**src/sv/msp_pkg.sv**
```systemverilog
package msp_pkg;

   localparam logic [7:0] CHAR_DOLLAR = 8'h24;
   localparam logic [7:0] CHAR_M      = 8'h4D;
   localparam logic [7:0] CHAR_ARROW  = 8'h3E;

   localparam int LEN_W   = 7;
   localparam int INDEX_W = 6;
   localparam int BYTE_W  = 8;

   typedef enum logic [2:0] {
      ST_IDLE,
      ST_DOLLAR,
      ST_M,
      ST_ARROW,
      ST_CMD,
      ST_PAYLOAD,
      ST_EMIT
   } msp_state_type;

   typedef struct packed {
      logic load_len;
      logic load_cmd;
      logic store_byte;
      logic emit_load;
   } msp_cmd_type;

   typedef struct packed {
      logic is_dollar;
      logic is_m;
      logic is_arrow;
      logic len_ok;
      logic count_done;
      logic xor_match;
      logic emit_last;
      logic out_free;
   } msp_status_type;

endpackage

```
**src/sv/msp_ctrl.sv**
```systemverilog
module msp_ctrl (
   input  logic                    clock,
   input  logic                    reset,
   input  logic                    req_valid,
   output logic                    req_ready,
   input  msp_pkg::msp_status_type sts,
   output msp_pkg::msp_cmd_type    cmd
);

   msp_pkg::msp_state_type state_ff;
   msp_pkg::msp_state_type state_in;
   logic                   accept;

   always_ff @(posedge clock) begin
      if (reset) begin
         state_ff <= msp_pkg::ST_IDLE;
      end else begin
         state_ff <= state_in;
      end
   end

   always_comb begin
      state_in       = state_ff;
      cmd            = '0;
      req_ready      = (state_ff != msp_pkg::ST_EMIT);
      accept         = req_valid && req_ready;
      case (state_ff)
         msp_pkg::ST_IDLE: begin
            if (accept && sts.is_dollar) state_in = msp_pkg::ST_DOLLAR;
         end
         msp_pkg::ST_DOLLAR: begin
            if (accept) state_in = sts.is_m ? msp_pkg::ST_M : msp_pkg::ST_IDLE;
         end
         msp_pkg::ST_M: begin
            if (accept) state_in = sts.is_arrow ? msp_pkg::ST_ARROW : msp_pkg::ST_IDLE;
         end
         msp_pkg::ST_ARROW: begin
            if (accept) begin
               if (sts.len_ok) begin
                  cmd.load_len = 1'b1;
                  state_in     = msp_pkg::ST_CMD;
               end else begin
                  state_in = msp_pkg::ST_IDLE;
               end
            end
         end
         msp_pkg::ST_CMD: begin
            if (accept) begin
               cmd.load_cmd = 1'b1;
               state_in     = msp_pkg::ST_PAYLOAD;
            end
         end
         msp_pkg::ST_PAYLOAD: begin
            if (accept) begin
               if (!sts.count_done) begin
                  cmd.store_byte = 1'b1;
               end else begin
                  // checksum word: emit on match, drop otherwise
                  state_in = sts.xor_match ? msp_pkg::ST_EMIT : msp_pkg::ST_IDLE;
               end
            end
         end
         msp_pkg::ST_EMIT: begin
            if (sts.out_free) begin
               cmd.emit_load = 1'b1;
               if (sts.emit_last) state_in = msp_pkg::ST_IDLE;
            end
         end
         default: begin
            state_in = msp_pkg::ST_IDLE;
         end
      endcase
   end

endmodule

```
**src/sv/msp_dpath.sv**
```systemverilog
module msp_dpath #(
   parameter int MAX_PAYLOAD = 64
) (
   input  logic                    clock,
   input  logic                    reset,
   input  logic [7:0]              req_rx_byte,
   input  msp_pkg::msp_cmd_type    cmd,
   output msp_pkg::msp_status_type sts,
   output logic                    rsp_valid,
   input  logic                    rsp_ready,
   output logic [7:0]              rsp_frame_command,
   output logic [6:0]              rsp_frame_length,
   output logic                    rsp_has_payload,
   output logic [5:0]              rsp_payload_index,
   output logic [7:0]              rsp_payload_byte,
   output logic                    rsp_last
);

   localparam int IDX_W     = (MAX_PAYLOAD > 1) ? $clog2(MAX_PAYLOAD) : 1;
   localparam int MEM_DEPTH = (MAX_PAYLOAD > 1) ? MAX_PAYLOAD : 2;

   logic [msp_pkg::BYTE_W-1:0] mem [MEM_DEPTH];

   logic [msp_pkg::LEN_W-1:0]  len_ff;
   logic [msp_pkg::LEN_W-1:0]  count_ff;
   logic [msp_pkg::LEN_W-1:0]  count_in;
   logic [msp_pkg::LEN_W-1:0]  emit_idx_ff;
   logic [msp_pkg::LEN_W-1:0]  emit_idx_in;
   logic [msp_pkg::LEN_W-1:0]  emit_idx_next;
   logic [msp_pkg::BYTE_W-1:0] xor_ff;
   logic [msp_pkg::BYTE_W-1:0] command_ff;
   logic [msp_pkg::BYTE_W-1:0] rd_data_ff;
   logic                       empty_frame;

   logic                        out_valid_ff;
   logic [msp_pkg::BYTE_W-1:0]  out_command_ff;
   logic [msp_pkg::LEN_W-1:0]   out_length_ff;
   logic                        out_has_payload_ff;
   logic [msp_pkg::INDEX_W-1:0] out_index_ff;
   logic [msp_pkg::BYTE_W-1:0]  out_byte_ff;
   logic                        out_last_ff;

   assign empty_frame   = (len_ff == '0);
   assign emit_idx_next = emit_idx_ff + 7'd1;
   assign count_in      = count_ff + 7'd1;

   always_comb begin
      emit_idx_in = emit_idx_ff;
      if (cmd.load_len) begin
         emit_idx_in = '0;
      end else if (cmd.emit_load) begin
         emit_idx_in = emit_idx_next;
      end
   end

   always_comb begin
      sts.is_dollar  = (req_rx_byte == msp_pkg::CHAR_DOLLAR);
      sts.is_m       = (req_rx_byte == msp_pkg::CHAR_M);
      sts.is_arrow   = (req_rx_byte == msp_pkg::CHAR_ARROW);
      sts.len_ok     = (req_rx_byte <= 8'(MAX_PAYLOAD));
      sts.count_done = (count_ff == len_ff);
      sts.xor_match  = (xor_ff == req_rx_byte);
      sts.emit_last  = empty_frame || (emit_idx_next == len_ff);
      sts.out_free   = !out_valid_ff || rsp_ready;
   end

   // payload store: write while parsing, read ahead of the emit index
   always_ff @(posedge clock) begin
      if (cmd.store_byte) begin
         mem[count_ff[IDX_W-1:0]] <= req_rx_byte;
      end
      rd_data_ff <= mem[emit_idx_in[IDX_W-1:0]];
   end

   always_ff @(posedge clock) begin
      emit_idx_ff <= emit_idx_in;
      if (cmd.load_len) begin
         len_ff   <= req_rx_byte[msp_pkg::LEN_W-1:0];
         xor_ff   <= req_rx_byte;
         count_ff <= '0;
      end
      if (cmd.load_cmd) begin
         command_ff <= req_rx_byte;
         xor_ff     <= xor_ff ^ req_rx_byte;
      end
      if (cmd.store_byte) begin
         xor_ff   <= xor_ff ^ req_rx_byte;
         count_ff <= count_in;
      end
   end

   always_ff @(posedge clock) begin
      if (reset) begin
         out_valid_ff <= 1'b0;
      end else if (cmd.emit_load) begin
         out_valid_ff <= 1'b1;
      end else if (rsp_ready) begin
         out_valid_ff <= 1'b0;
      end
   end

   always_ff @(posedge clock) begin
      if (cmd.emit_load) begin
         out_command_ff     <= command_ff;
         out_length_ff      <= len_ff;
         out_has_payload_ff <= !empty_frame;
         out_index_ff       <= empty_frame ? '0 : emit_idx_ff[msp_pkg::INDEX_W-1:0];
         out_byte_ff        <= empty_frame ? '0 : rd_data_ff;
         out_last_ff        <= empty_frame || (emit_idx_next == len_ff);
      end
   end

   assign rsp_valid         = out_valid_ff;
   assign rsp_frame_command = out_command_ff;
   assign rsp_frame_length  = out_length_ff;
   assign rsp_has_payload   = out_has_payload_ff;
   assign rsp_payload_index = out_index_ff;
   assign rsp_payload_byte  = out_byte_ff;
   assign rsp_last          = out_last_ff;

endmodule

```
**src/sv/msp_response_frame_parser_top.sv**
```systemverilog
// Input: one byte word per cycle while parsing; a checksum word that matches starts
// an emit burst during which req_ready stays low.
// Emit burst: one result per cycle from the payload store read port, one result per
// payload byte (a single result for an empty frame); it holds while rsp_ready is low.
// After the checksum word, the emit state loads the first result into the output register.
// Reset clears the parser state and the result valid; the payload store is not cleared.
module msp_response_frame_parser_top #(
   parameter int MAX_PAYLOAD = 64
) (
   input  logic       clock,
   input  logic       reset,
   input  logic       req_valid,
   output logic       req_ready,
   input  logic [7:0] req_rx_byte,
   output logic       rsp_valid,
   input  logic       rsp_ready,
   output logic [7:0] rsp_frame_command,
   output logic [6:0] rsp_frame_length,
   output logic       rsp_has_payload,
   output logic [5:0] rsp_payload_index,
   output logic [7:0] rsp_payload_byte,
   output logic       rsp_last
);

   msp_pkg::msp_cmd_type    cmd;
   msp_pkg::msp_status_type sts;

   msp_ctrl u_ctrl (
      .clock     (clock),
      .reset     (reset),
      .req_valid (req_valid),
      .req_ready (req_ready),
      .sts       (sts),
      .cmd       (cmd)
   );

   msp_dpath #(
      .MAX_PAYLOAD (MAX_PAYLOAD)
   ) u_dpath (
      .clock             (clock),
      .reset             (reset),
      .req_rx_byte       (req_rx_byte),
      .cmd               (cmd),
      .sts               (sts),
      .rsp_valid         (rsp_valid),
      .rsp_ready         (rsp_ready),
      .rsp_frame_command (rsp_frame_command),
      .rsp_frame_length  (rsp_frame_length),
      .rsp_has_payload   (rsp_has_payload),
      .rsp_payload_index (rsp_payload_index),
      .rsp_payload_byte  (rsp_payload_byte),
      .rsp_last          (rsp_last)
   );

   a_input_reopens: assert property (@(posedge clock) disable iff (reset)
      (cmd.emit_load && sts.emit_last) |=> req_ready)
      else $error("input not reopened after last result");

   a_empty_result: assert property (@(posedge clock) disable iff (reset)
      (rsp_valid && !rsp_has_payload) |->
         (rsp_last && rsp_payload_byte == 8'd0 && rsp_payload_index == 6'd0))
      else $error("empty-frame result malformed");

   a_index_range: assert property (@(posedge clock) disable iff (reset)
      (rsp_valid && rsp_has_payload) |-> ({1'b0, rsp_payload_index} < rsp_frame_length))
      else $error("payload index beyond frame length");

   a_no_overlap: assert property (@(posedge clock) disable iff (reset)
      cmd.emit_load |-> !(cmd.store_byte || cmd.load_len || cmd.load_cmd))
      else $error("emit overlaps parsing");

endmodule

```
**config.mk**
```make
export PLATFORM = sky130hd
export DESIGN_NAME = msp_response_frame_parser_top
export DESIGN_NICKNAME = d
export VERILOG_FILES = /design/src/sv/msp_pkg.sv /design/src/sv/msp_ctrl.sv /design/src/sv/msp_dpath.sv /design/src/sv/msp_response_frame_parser_top.sv
export SDC_FILE = /design/constraint.sdc
export NUM_CORES = 1
export LEC_CHECK = 0
export BUFFER_PORTS_ARGS = -buffer_cell sky130_fd_sc_hd__buf_2
export CAP_MARGIN = 20
export CELL_PAD_IN_SITES_DETAIL_PLACEMENT = 0
export CELL_PAD_IN_SITES_GLOBAL_PLACEMENT = 1
export CORE_MARGIN = 2
export CORE_UTILIZATION = 53
export CTS_BUF_LIST = sky130_fd_sc_hd__clkbuf_8 sky130_fd_sc_hd__clkbuf_16
export CTS_CLUSTER_DIAMETER = 60
export DETAILED_ROUTE_END_ITERATION = 8
export PLACE_DENSITY = 0.79
export SYNTH_ARGS = -nofsm -noshare
export SYNTH_HDL_FRONTEND = slang
export SYNTH_HIERARCHICAL = 1
export SYNTH_SLANG_ARGS = --single-unit
```
**constraint.sdc**
```tcl
create_clock -name clock -period 6.5 [get_ports clock]
set_input_delay 1.3 -clock clock [delete_from_list [all_inputs] [get_ports clock]]
set_output_delay 1.3 -clock clock [all_outputs]
set_load 0.1 [all_outputs]
```
==> results.txt, run 1 <==
The count of nets left with antenna violations once routing finished came out at 0. The via count of the first global-routing pass is approximately 13000. The part of the total power dissipated in sequential elements is 55.1%. The utilization after layout came out at 59.7%. The critical path in this run is classified as in -> reg. The area enclosed by the die boundary is 46600 sq um. Setup violations remaining at the end of the flow were counted as 0. The number of nets in the finished design is 1589.

The post-route standard cell area excluding fillers is 26500 sq um. The leakage power figure came out at 0.00846 uW. Wires add up to roughly 60000 microns. The count of different cell masters after synthesis came out at approximately 70.

The final routed DRC violation total is 0. The reported max-cap violation count is 0. The aggregate global routing overflow is 0. The row count came out at a little under 80.

The async set or reset register ratio after synthesis came out at 0%. The clock network fraction of design power is 43.8%. For the pin with the worst max-slew slack, the measured transition is 1.19 ns. After synthesis the cells add up to about 24000 sq um. Clock-pin slew was measured on the worst setup and hold paths at ~0.06 ns. Setup repair after global routing left no endpoint under its margin. The post-route setup TNS came out at 0 ns.

In this run the power spent charging and discharging nets is 1440 uW. The power share of the combinational group came out at approximately 1.1%. IR analysis of the VDD net gives a maximum drop of 201 uV. The signal arrival time at the worst endpoint came out at 5.58 ns.

The flow ran to the end, and the final reports show no timing, DRC or antenna violations. In this run, placement finished with an instance count of 2108. Counting along the longest clock path gives a buffer depth of 3.

The number of buffer cells added on primary ports is 44. In this run the worst hold path is classified as reg -> reg. 45 I/O pins were placed. The floorplan die height came out at 216 microns. The commonest non-fill, non-tap cell in the layout is sky130_fd_sc_hd__edfxtp_1.

The per-cell routed wire length is around 27 microns. The clock latency reported for the late side of the worst-skew pair came out at 0.61 ns. The width of the chip is 216 microns. Once the clock tree was built, the setup fixing pass inserted 0 buffers. The total half-perimeter wirelength after legalization and detailed placement came out at 35700 microns.

The count of pins over their slew limit is 0. The worst setup path is launched from an input pin. The number of DRC markers in iteration 0 is 1620. The maximum fanout along the worst path came out at 44. The root buffer selected by CTS is sky130_fd_sc_hd__clkbuf_16. The number of enable flip-flop cells after synthesis came out at between 500 and 600. In this run the critical register-to-register path is launched from u_ctrl/state_ff[2]$_SDFFE_PP0P_. The H-tree was split into 2 levels. The number of CTS-inserted buffers is 57. The logic depth of the worst register-to-register path came out at 10. The fraction of the yosys area taken by sequential cells came out at about three quarters. The initial antenna violation count is 3. TritonCTS built the clock tree. The area growth from synthesis to layout is 11.2%. For this run, the leading register cell type out of synthesis is sky130_fd_sc_hd__edfxtp_1. The first-pass GRT wire length is 86200 microns. The total number of vias is 13700. The final clock skew came out at roughly 0.018 ns. The power density over the cells came out at ~290 nW/um^2. The placed cell area is 24600 sq um. The number of endpoints with negative hold slack in the final report is 0.

The final period demand of the worst path came out at 5.08 ns. The net count after synthesis came out at 1538. The mean area per synthesized cell came out at 15.6 sq um. The internal power component came out at 6140 uW.

The end point of the worst hold path is u_dpath/rsp_frame_command[0]$_DFFE_PP_. The relative slew slack came out at 20.5%. The proportion of layout cells with a drive suffix above 1 is approximately 15%. The maximum clock frequency came out at 197 MHz.

The number of standard cells after synthesis is 1524. The count of hold buffers inserted by post-cts repair came out at 0. The finished layout holds 2212 standard cells, fillers aside. The reg2reg setup slack came out at 2.15 ns.

The number of iterations in the first detailed-routing pass came out at 8. Entering global routing, the biggest net connects between 90 and 100 pins. The required time at the worst-slack endpoint is 7.00 ns. Of the total power, the share spent switching nets is approximately a fifth. The worst setup path is captured at a register.

The total global-route track usage came out at 25.3%. The post-detailed-route via-to-cell ratio is between 6 and 7. On the final layout, the worst hold slack is 0.418 ns. The total area inside the core boundary comes to 44300 sq um. The number of register bits inferred by synthesis is about 590. The yosys synthesis warning count is 6. The final estimated routing congestion in global placement is 0.869. The endpoint of the lowest-slack register-to-register path is u_dpath/rd_data_ff[0]$_DFF_P_. The startpoint of the tightest hold check path is u_dpath/command_ff[0]$_DFFE_PP_.

Counting every sink on the clock net gives ~590. The library cells used most frequently in the layout, excluding fill and tap cells, are 573 x sky130_fd_sc_hd__edfxtp_1, 249 x sky130_fd_sc_hd__nand2_1, 83 x sky130_fd_sc_hd__nor2_1. The starting density of the core is 53.7%. The period utilization came out at 78.2%. The number of gates resized after CTS came out at 0. The worst hold path depth came out at 0.
routing by layer:
layer | GRT usage, % | part of all wire (%) | vias to the layer above
met5 | 0 | 0.048 | -
li1 | - | - | 5954
met2 | 37.7 | 45 | 631
met4 | 8.04 | 3.1 | 4
met1 | 36.3 | 42 | 6971
met3 | 7.05 | 9.6 | 116
worst max path at each step:
stage | from | cells past startpoint | slack [ns] | end
after floorplan | rsp_ready | 13 | 1.44 | u_dpath/rd_data_ff[5]$_DFF_P_
after global placement | req_rx_byte[5] | 13 | 0.83 | u_dpath/rd_data_ff[0]$_DFF_P_
after detailed placement | req_rx_byte[5] | 13 | 0.92 | u_dpath/rd_data_ff[0]$_DFF_P_
after CTS | req_rx_byte[5] | 13 | 1.56 | u_dpath/rd_data_ff[0]$_DFF_P_
after global routing | req_rx_byte[5] | 15 | 1.22 | u_dpath/rd_data_ff[7]$_DFF_P_
final | req_rx_byte[5] | 13 | 1.42 | u_dpath/rd_data_ff[0]$_DFF_P_
power groups by stage:
stage / Combinational, uW / Clock, uW / Sequential [uW]
2_1_floorplan: 7.64 / 0 / 4260
3_3_place_gp: 80.1 / 0 / 4260
3_5_place_dp: 82.8 / 0 / 4260
4_1_cts: 82.6 / 3360 / 4180
5_1_grt: 87.3 / 3500 / 4170
6_report: 81.1 / 3320 / 4180
flip-flops by register name, summed over array words and instances (netlist names), 6 cells and up:
signal / flops
u_dpath/mem: 512
u_dpath/emit_idx_ff: 7
u_dpath/rd_data_ff: 8
u_dpath/rsp_payload_byte: 8
u_dpath/len_ff: 7
u_dpath/count_ff: 7
u_dpath/command_ff: 8
u_dpath/rsp_frame_length: 7
u_dpath/rsp_payload_index: 6
u_dpath/xor_ff: 8
u_dpath/rsp_frame_command: 8
logic make-up after synthesis:
group	after synthesis	share of synthesized area (%)
simple gates	506	9.54
fa+ha+maj	2	0.105
buf+inv	100	2.34
xor+xnor	43	1.65
compound gates	170	5.08
mux	111	7.41
flops	592	73.9
cell usage after synthesis, types with 3 or more instances:
master / number / area (sq um)
sky130_fd_sc_hd__o22ai_1: 11 / 68.8
sky130_fd_sc_hd__a21boi_0: 5 / 37.5
sky130_fd_sc_hd__a211oi_1: 11 / 82.6
sky130_fd_sc_hd__buf_2: 27 / 135
sky130_fd_sc_hd__nand4_1: 16 / 100
sky130_fd_sc_hd__nor3b_1: 7 / 52.6
sky130_fd_sc_hd__nand3_1: 66 / 330
sky130_fd_sc_hd__inv_1: 8 / 30.0
sky130_fd_sc_hd__o221ai_1: 4 / 35.0
sky130_fd_sc_hd__mux2i_1: 57 / 571
sky130_fd_sc_hd__a31oi_1: 25 / 156
sky130_fd_sc_hd__clkbuf_1: 39 / 146
sky130_fd_sc_hd__xor2_1: 10 / 87.6
sky130_fd_sc_hd__nor4_1: 6 / 37.5
sky130_fd_sc_hd__a32oi_1: 31 / 272
sky130_fd_sc_hd__dfxtp_1: 19 / 380
sky130_fd_sc_hd__inv_2: 3 / 11.3
sky130_fd_sc_hd__o21ai_0: 14 / 70.1
sky130_fd_sc_hd__a32o_1: 4 / 40.0
sky130_fd_sc_hd__or2_2: 7 / 43.8
sky130_fd_sc_hd__nor3_1: 18 / 90.1
sky130_fd_sc_hd__and2_1: 20 / 125
sky130_fd_sc_hd__or3_1: 5 / 31.3
sky130_fd_sc_hd__a311oi_1: 6 / 52.6
sky130_fd_sc_hd__nand2_1: 249 / 935
sky130_fd_sc_hd__nor2b_1: 6 / 37.5
sky130_fd_sc_hd__buf_6: 12 / 135
sky130_fd_sc_hd__nand2b_1: 9 / 56.3
sky130_fd_sc_hd__a21oi_1: 29 / 145
sky130_fd_sc_hd__o21ai_1: 4 / 20.0
sky130_fd_sc_hd__nor2_1: 85 / 319
sky130_fd_sc_hd__xnor2_1: 31 / 272
sky130_fd_sc_hd__buf_4: 7 / 52.6
sky130_fd_sc_hd__nand4b_1: 3 / 26.3
sky130_fd_sc_hd__a31o_1: 3 / 26.3
sky130_fd_sc_hd__o211ai_1: 4 / 30.0
sky130_fd_sc_hd__edfxtp_1: 573 / 17200
sky130_fd_sc_hd__mux4_2: 49 / 1100
critical path: stages:
cell and delay (ns):
sky130_fd_sc_hd__buf_2 0.16, sky130_fd_sc_hd__nor3_1 0.62, sky130_fd_sc_hd__nand2_1 0.14, sky130_fd_sc_hd__a21oi_1 0.18, sky130_fd_sc_hd__nand3b_1 0.12, sky130_fd_sc_hd__nor2_2 0.24
sky130_fd_sc_hd__or2_4 0.44, sky130_fd_sc_hd__buf_4 0.68, sky130_fd_sc_hd__mux2i_1 0.40, sky130_fd_sc_hd__o21ai_0 0.13, sky130_fd_sc_hd__nor3_1 0.61, sky130_fd_sc_hd__nand2_1 0.19
sky130_fd_sc_hd__a32o_1 0.30
layout make-up:
class | count | area (sq um)
antenna | 1 | 2.50
clock buffer | 63 | 1530
clock inverter | 40 | 355
fill | 3327 | 17800
inverter | 11 | 41.3
multi-input combinational | 832 | 5690
sequential | 592 | 17600
tap | 592 | 741
timing repair buffer | 81 | 523
per-stage QoR:
stage / setup slack, ns / total power (uW)
6_report: 1.42 / 7580
5_1_grt: 1.22 / 7760
4_1_cts: 1.56 / 7620
3_5_place_dp: 0.924 / 4340
3_3_place_gp: 0.826 / 4340
2_1_floorplan: 1.44 / 4270
(Power assumes the default switching activity.)
==> run 2, diff against run 1 <==
--- a/config.mk
+++ b/config.mk
@@ -10,11 +10,11 @@
 export CELL_PAD_IN_SITES_DETAIL_PLACEMENT = 0
 export CELL_PAD_IN_SITES_GLOBAL_PLACEMENT = 1
 export CORE_MARGIN = 2
-export CORE_UTILIZATION = 53
+export CORE_UTILIZATION = 48
 export CTS_BUF_LIST = sky130_fd_sc_hd__clkbuf_8 sky130_fd_sc_hd__clkbuf_16
 export CTS_CLUSTER_DIAMETER = 60
 export DETAILED_ROUTE_END_ITERATION = 8
-export PLACE_DENSITY = 0.79
+export PLACE_DENSITY = 0.75
 export SYNTH_ARGS = -nofsm -noshare
 export SYNTH_HDL_FRONTEND = slang
 export SYNTH_HIERARCHICAL = 1
==> constraint.sdc (replaced) <==
create_clock -name clock -period 4.2 [get_ports clock]
set_input_delay 0.84 -clock clock [delete_from_list [all_inputs] [get_ports clock]]
set_output_delay 0.84 -clock clock [all_outputs]
set_load 0.1 [all_outputs]
==> run 2 against run 1 <==
Against the previous run: worst hold slack better by 0.00071 ns; flip-flop and latch count stayed put; final cell count rose by 7.5%; critical endpoint is now u_dpath/rd_data_ff[1]$_DFF_P_; highest routed layer unchanged; critical path depth rose by 1; non-clock buffer count up 75; largest power group unchanged.
==> results.txt, run 2 (synthesis gave the netlist of run 1 again) <==
Run status: finished, final reports clean (unchanged). The final estimated routing congestion in global placement came out at 0.840 (was 0.869). The maximum VDD drop came out at 273 uV (was 201 uV).

The number of buffers added for setup after CTS is 0 (unchanged). The logic depth of the worst register-to-register path is 10 (unchanged). The final hold slack was 0.418 ns (about the same).

The startpoint of the tightest hold check path is u_dpath/command_ff[7]$_DFFE_PP_ (was u_dpath/command_ff[0]$_DFFE_PP_). The power share of the combinational group is 1.1% (about the same). The per-cell routed wire length came out at 25.6 microns (was 26.5 microns). The floorplan die height came out at 227 microns (was 216 microns).

The largest net degree at the start of global routing was 71 (was 97). The setup violation total in the final timing report is 0 (unchanged). The relative slew slack was 29.0% (was 20.5%). The count of pins over their slew limit is 0 (unchanged). The total wirelength of the detailed-routed design came out at 60900 microns (was 58700 microns).

Leading cell types in the layout, fill and taps excluded: 573 x sky130_fd_sc_hd__edfxtp_1, 249 x sky130_fd_sc_hd__nand2_1, 104 x sky130_fd_sc_hd__buf_4 (was 573 x sky130_fd_sc_hd__edfxtp_1, 249 x sky130_fd_sc_hd__nand2_1, 83 x sky130_fd_sc_hd__nor2_1). The root buffer selected by CTS is sky130_fd_sc_hd__clkbuf_16 (unchanged). The maximum clock frequency is 260 MHz.

Cell chain of the critical path: buf_2 -> nor3_1 -> nand2_1 -> a21oi_1 -> buf_4 -> nand3b_1 -> nor2_2 -> or2_4 -> buf_12 -> mux4_2 -> o21ai_1 -> nor2_1 -> nor4_1 -> o41ai_1 (was buf_2 -> nor3_1 -> nand2_1 -> a21oi_1 -> nand3b_1 -> nor2_2 -> or2_4 -> buf_4 -> mux2i_1 -> o21ai_0 -> nor3_1 -> nand2_1 -> a32o_1). The total global-route track usage is 24.3% (was 25.3%). The I/O pin total is 45 (unchanged).

The clock tree from TritonCTS is built (unchanged). The number of nets in the finished design was 1673 (was 1589). The path type of the worst min-delay path is reg -> reg (unchanged). The signal arrival time at the worst endpoint came out at 4.29 ns (was 5.58 ns).

The clock network fraction of design power came out at 46.2% (was 43.8%). The number of flip-flops in the largest register came out at 512 (unchanged). The internal power component came out at 9820 uW (was 6140 uW). The number of buffer cells added on primary ports came out at 44 (unchanged). The initial antenna violation count came to 2 (was 3).

The total half-perimeter wirelength after legalization and detailed placement came to 38200 microns (was 35700 microns). The worst hold path depth came out at 0 (unchanged). The leakage power figure came out at 0.00895 uW (was 0.00846 uW). The area growth from synthesis to layout is 15.3% (was 11.2%).

The end point of the worst hold path is u_dpath/rsp_frame_command[7]$_DFFE_PP_ (was u_dpath/rsp_frame_command[0]$_DFFE_PP_). The startpoint type of the worst setup path was an input pin (unchanged). RSZ-0062 raised after global routing: false (unchanged).

The proportion of layout cells with a drive suffix above 1 is 18.9% (was 14.5%). The total number of vias came to 14000 (was 13700). The area enclosed by the die boundary is 51400 sq um (was 46600 sq um).

The cell count after placement came out at 2255 (was 2108). The delay contributed by the slowest stage of the critical path came out at 0.54 ns (was 0.68 ns). The maximum fanout along the worst path is 23 (was 44). The first-pass GRT wire length is 89500 microns (was 86200 microns). The number of CTS-inserted buffers came to 66 (was 57). The post-detailed-route via-to-cell ratio came out at 5.89 (was 6.18). The TritonCTS sink count came out at 592 (unchanged).

The transition time at the pin with the least slew margin came out at 1.06 ns (was 1.19 ns). The clock latency reported for the late side of the worst-skew pair came out at 0.59 ns (was 0.61 ns). The count of hold buffers inserted by post-cts repair is 0 (unchanged).

The starting density of the core came out at 48.6% (was 53.7%). The post-route setup TNS was 0 ns (unchanged). The net load switching power is 2420 uW (was 1440 uW). The post-route antenna net violation count is 0 (unchanged). The final clock skew came out at 0.0265 ns (was 0.0177 ns). The capturing element type of the critical path was a register (unchanged). The largest buffer count on any clock path came out at 3 (unchanged). The utilization after layout is 56.1% (was 59.7%). The number of levels the H-tree was split into is 3 (was 2). The power density over the cells came out at 446 nW/um^2 (was 286 nW/um^2).

The number of iterations in the first detailed-routing pass came out at 5 (was 8). The clock slew seen by the registers of the worst setup and hold paths is 0.06 ns (about the same). The aggregate global routing overflow came out at 0 (unchanged). The row count came out at 81 (was 77). The number of DRC markers in iteration 0 came out at 1696 (was 1620). The switching share of power came out at 19.8% (was 19.0%). The number of gates resized after CTS is 0 (unchanged). The via count of the first global-routing pass is 13600 (was 13300).

The endpoint of the lowest-slack register-to-register path is u_dpath/rd_data_ff[1]$_DFF_P_ (was u_dpath/rd_data_ff[0]$_DFF_P_). The commonest non-fill, non-tap cell in the layout is sky130_fd_sc_hd__edfxtp_1 (unchanged). The width of the chip came out at 227 microns (was 216 microns). The reg2reg setup slack came out at 0.46 ns (was 2.15 ns). The part of the total power dissipated in sequential elements came out at 52.8% (was 55.1%). The number of endpoints with negative hold slack in the final report is 0 (unchanged).

The cell with the largest stage delay on the worst path is sky130_fd_sc_hd__nor4_1 (was sky130_fd_sc_hd__buf_4). The final cell count without fillers came out at 2377 (was 2212). The critical register-to-register path startpoint is u_dpath/emit_idx_ff[0]$_DFF_P_ (was u_ctrl/state_ff[2]$_SDFFE_PP0P_).

The period utilization came out at slightly above 90%. The critical path class was in -> reg (unchanged). The final period demand of the worst path is 3.84 ns. The reported max-cap violation count is 0 (unchanged). The required time at the worst-slack endpoint came out at 4.64 ns (was 7.00 ns). The area of the core is 49000 sq um (was 44300 sq um). The final routed DRC violation total came out at 0 (unchanged).
==> run 2: cell types whose count changed in the layout (fill, tap and decap cells not counted), sizes merged <==
cell      delta
clkinv       +6
buf         +75
clkinvlp     +4
clkbuf      +10
diode        +1
bufinv       -3
==> run 2: worst max-delay path by stage <==
stage                        start                            end  slack, ns  cells after the start
finish              req_rx_byte[4]  u_dpath/rd_data_ff[1]$_DFF_P_       0.36                     14
global route        req_rx_byte[4]  u_dpath/rd_data_ff[1]$_DFF_P_       0.30                     14
CTS                 req_rx_byte[4]  u_dpath/rd_data_ff[1]$_DFF_P_       0.49                     14
detailed placement  req_rx_byte[4]  u_dpath/rd_data_ff[1]$_DFF_P_      -0.14                     14
global placement    req_rx_byte[2]  u_dpath/rd_data_ff[1]$_DFF_P_      -0.15                     14
floorplan                rsp_ready  u_dpath/rd_data_ff[5]$_DFF_P_       0.15                     13
==> run 2: layer usage <==
metal  vias to the layer above  global-route usage (%)  wire, microns
met5                         -                       0             11
met4                         2                    8.62           1640
met3                       101                    6.31           5670
met2                       629                    37.2          28100
met1                      7141                    33.7          25500
li1                       6128                       -              -
==> run 2: power by group through the flow <==
stage	registers (uW)	logic (uW)	clock network [uW]
floorplan	6590	11.8	0
global placement	6590	126	0
detailed placement	6590	131	0
CTS	6460	130	5730
global route	6460	140	5960
finish	6470	129	5650
==> run 2: critical path, delay by kind of cell <==
family	cells	cell delay [ns]
multiplexers	1	0.52
buffers and inverters	3	0.54
AND/OR/NAND/NOR	7	1.68
AO/OA/AOI/OAI	3	0.67
==> run 2: layout make-up <==
cell class	count	area [sq um]
diodes	2	5.00
clock buffers	73	1800
clock inverters	47	337
fillers	3815	21500
inverters	11	41.3
multi-input cells	832	5690
flip-flops and latches	592	17600
well taps	664	831
repair buffers	156	1160
==> run 2: per-stage QoR <==
step	total power, uW	cell area (sq um)	worst slack (ns)
5_1_grt	12600	27500	0.305
2_1_floorplan	6600	23800	0.150
3_3_place_gp	6720	25300	-0.153
3_5_place_dp	6720	25300	-0.144
6_report	12200	27500	0.358
4_1_cts	12300	27500	0.492
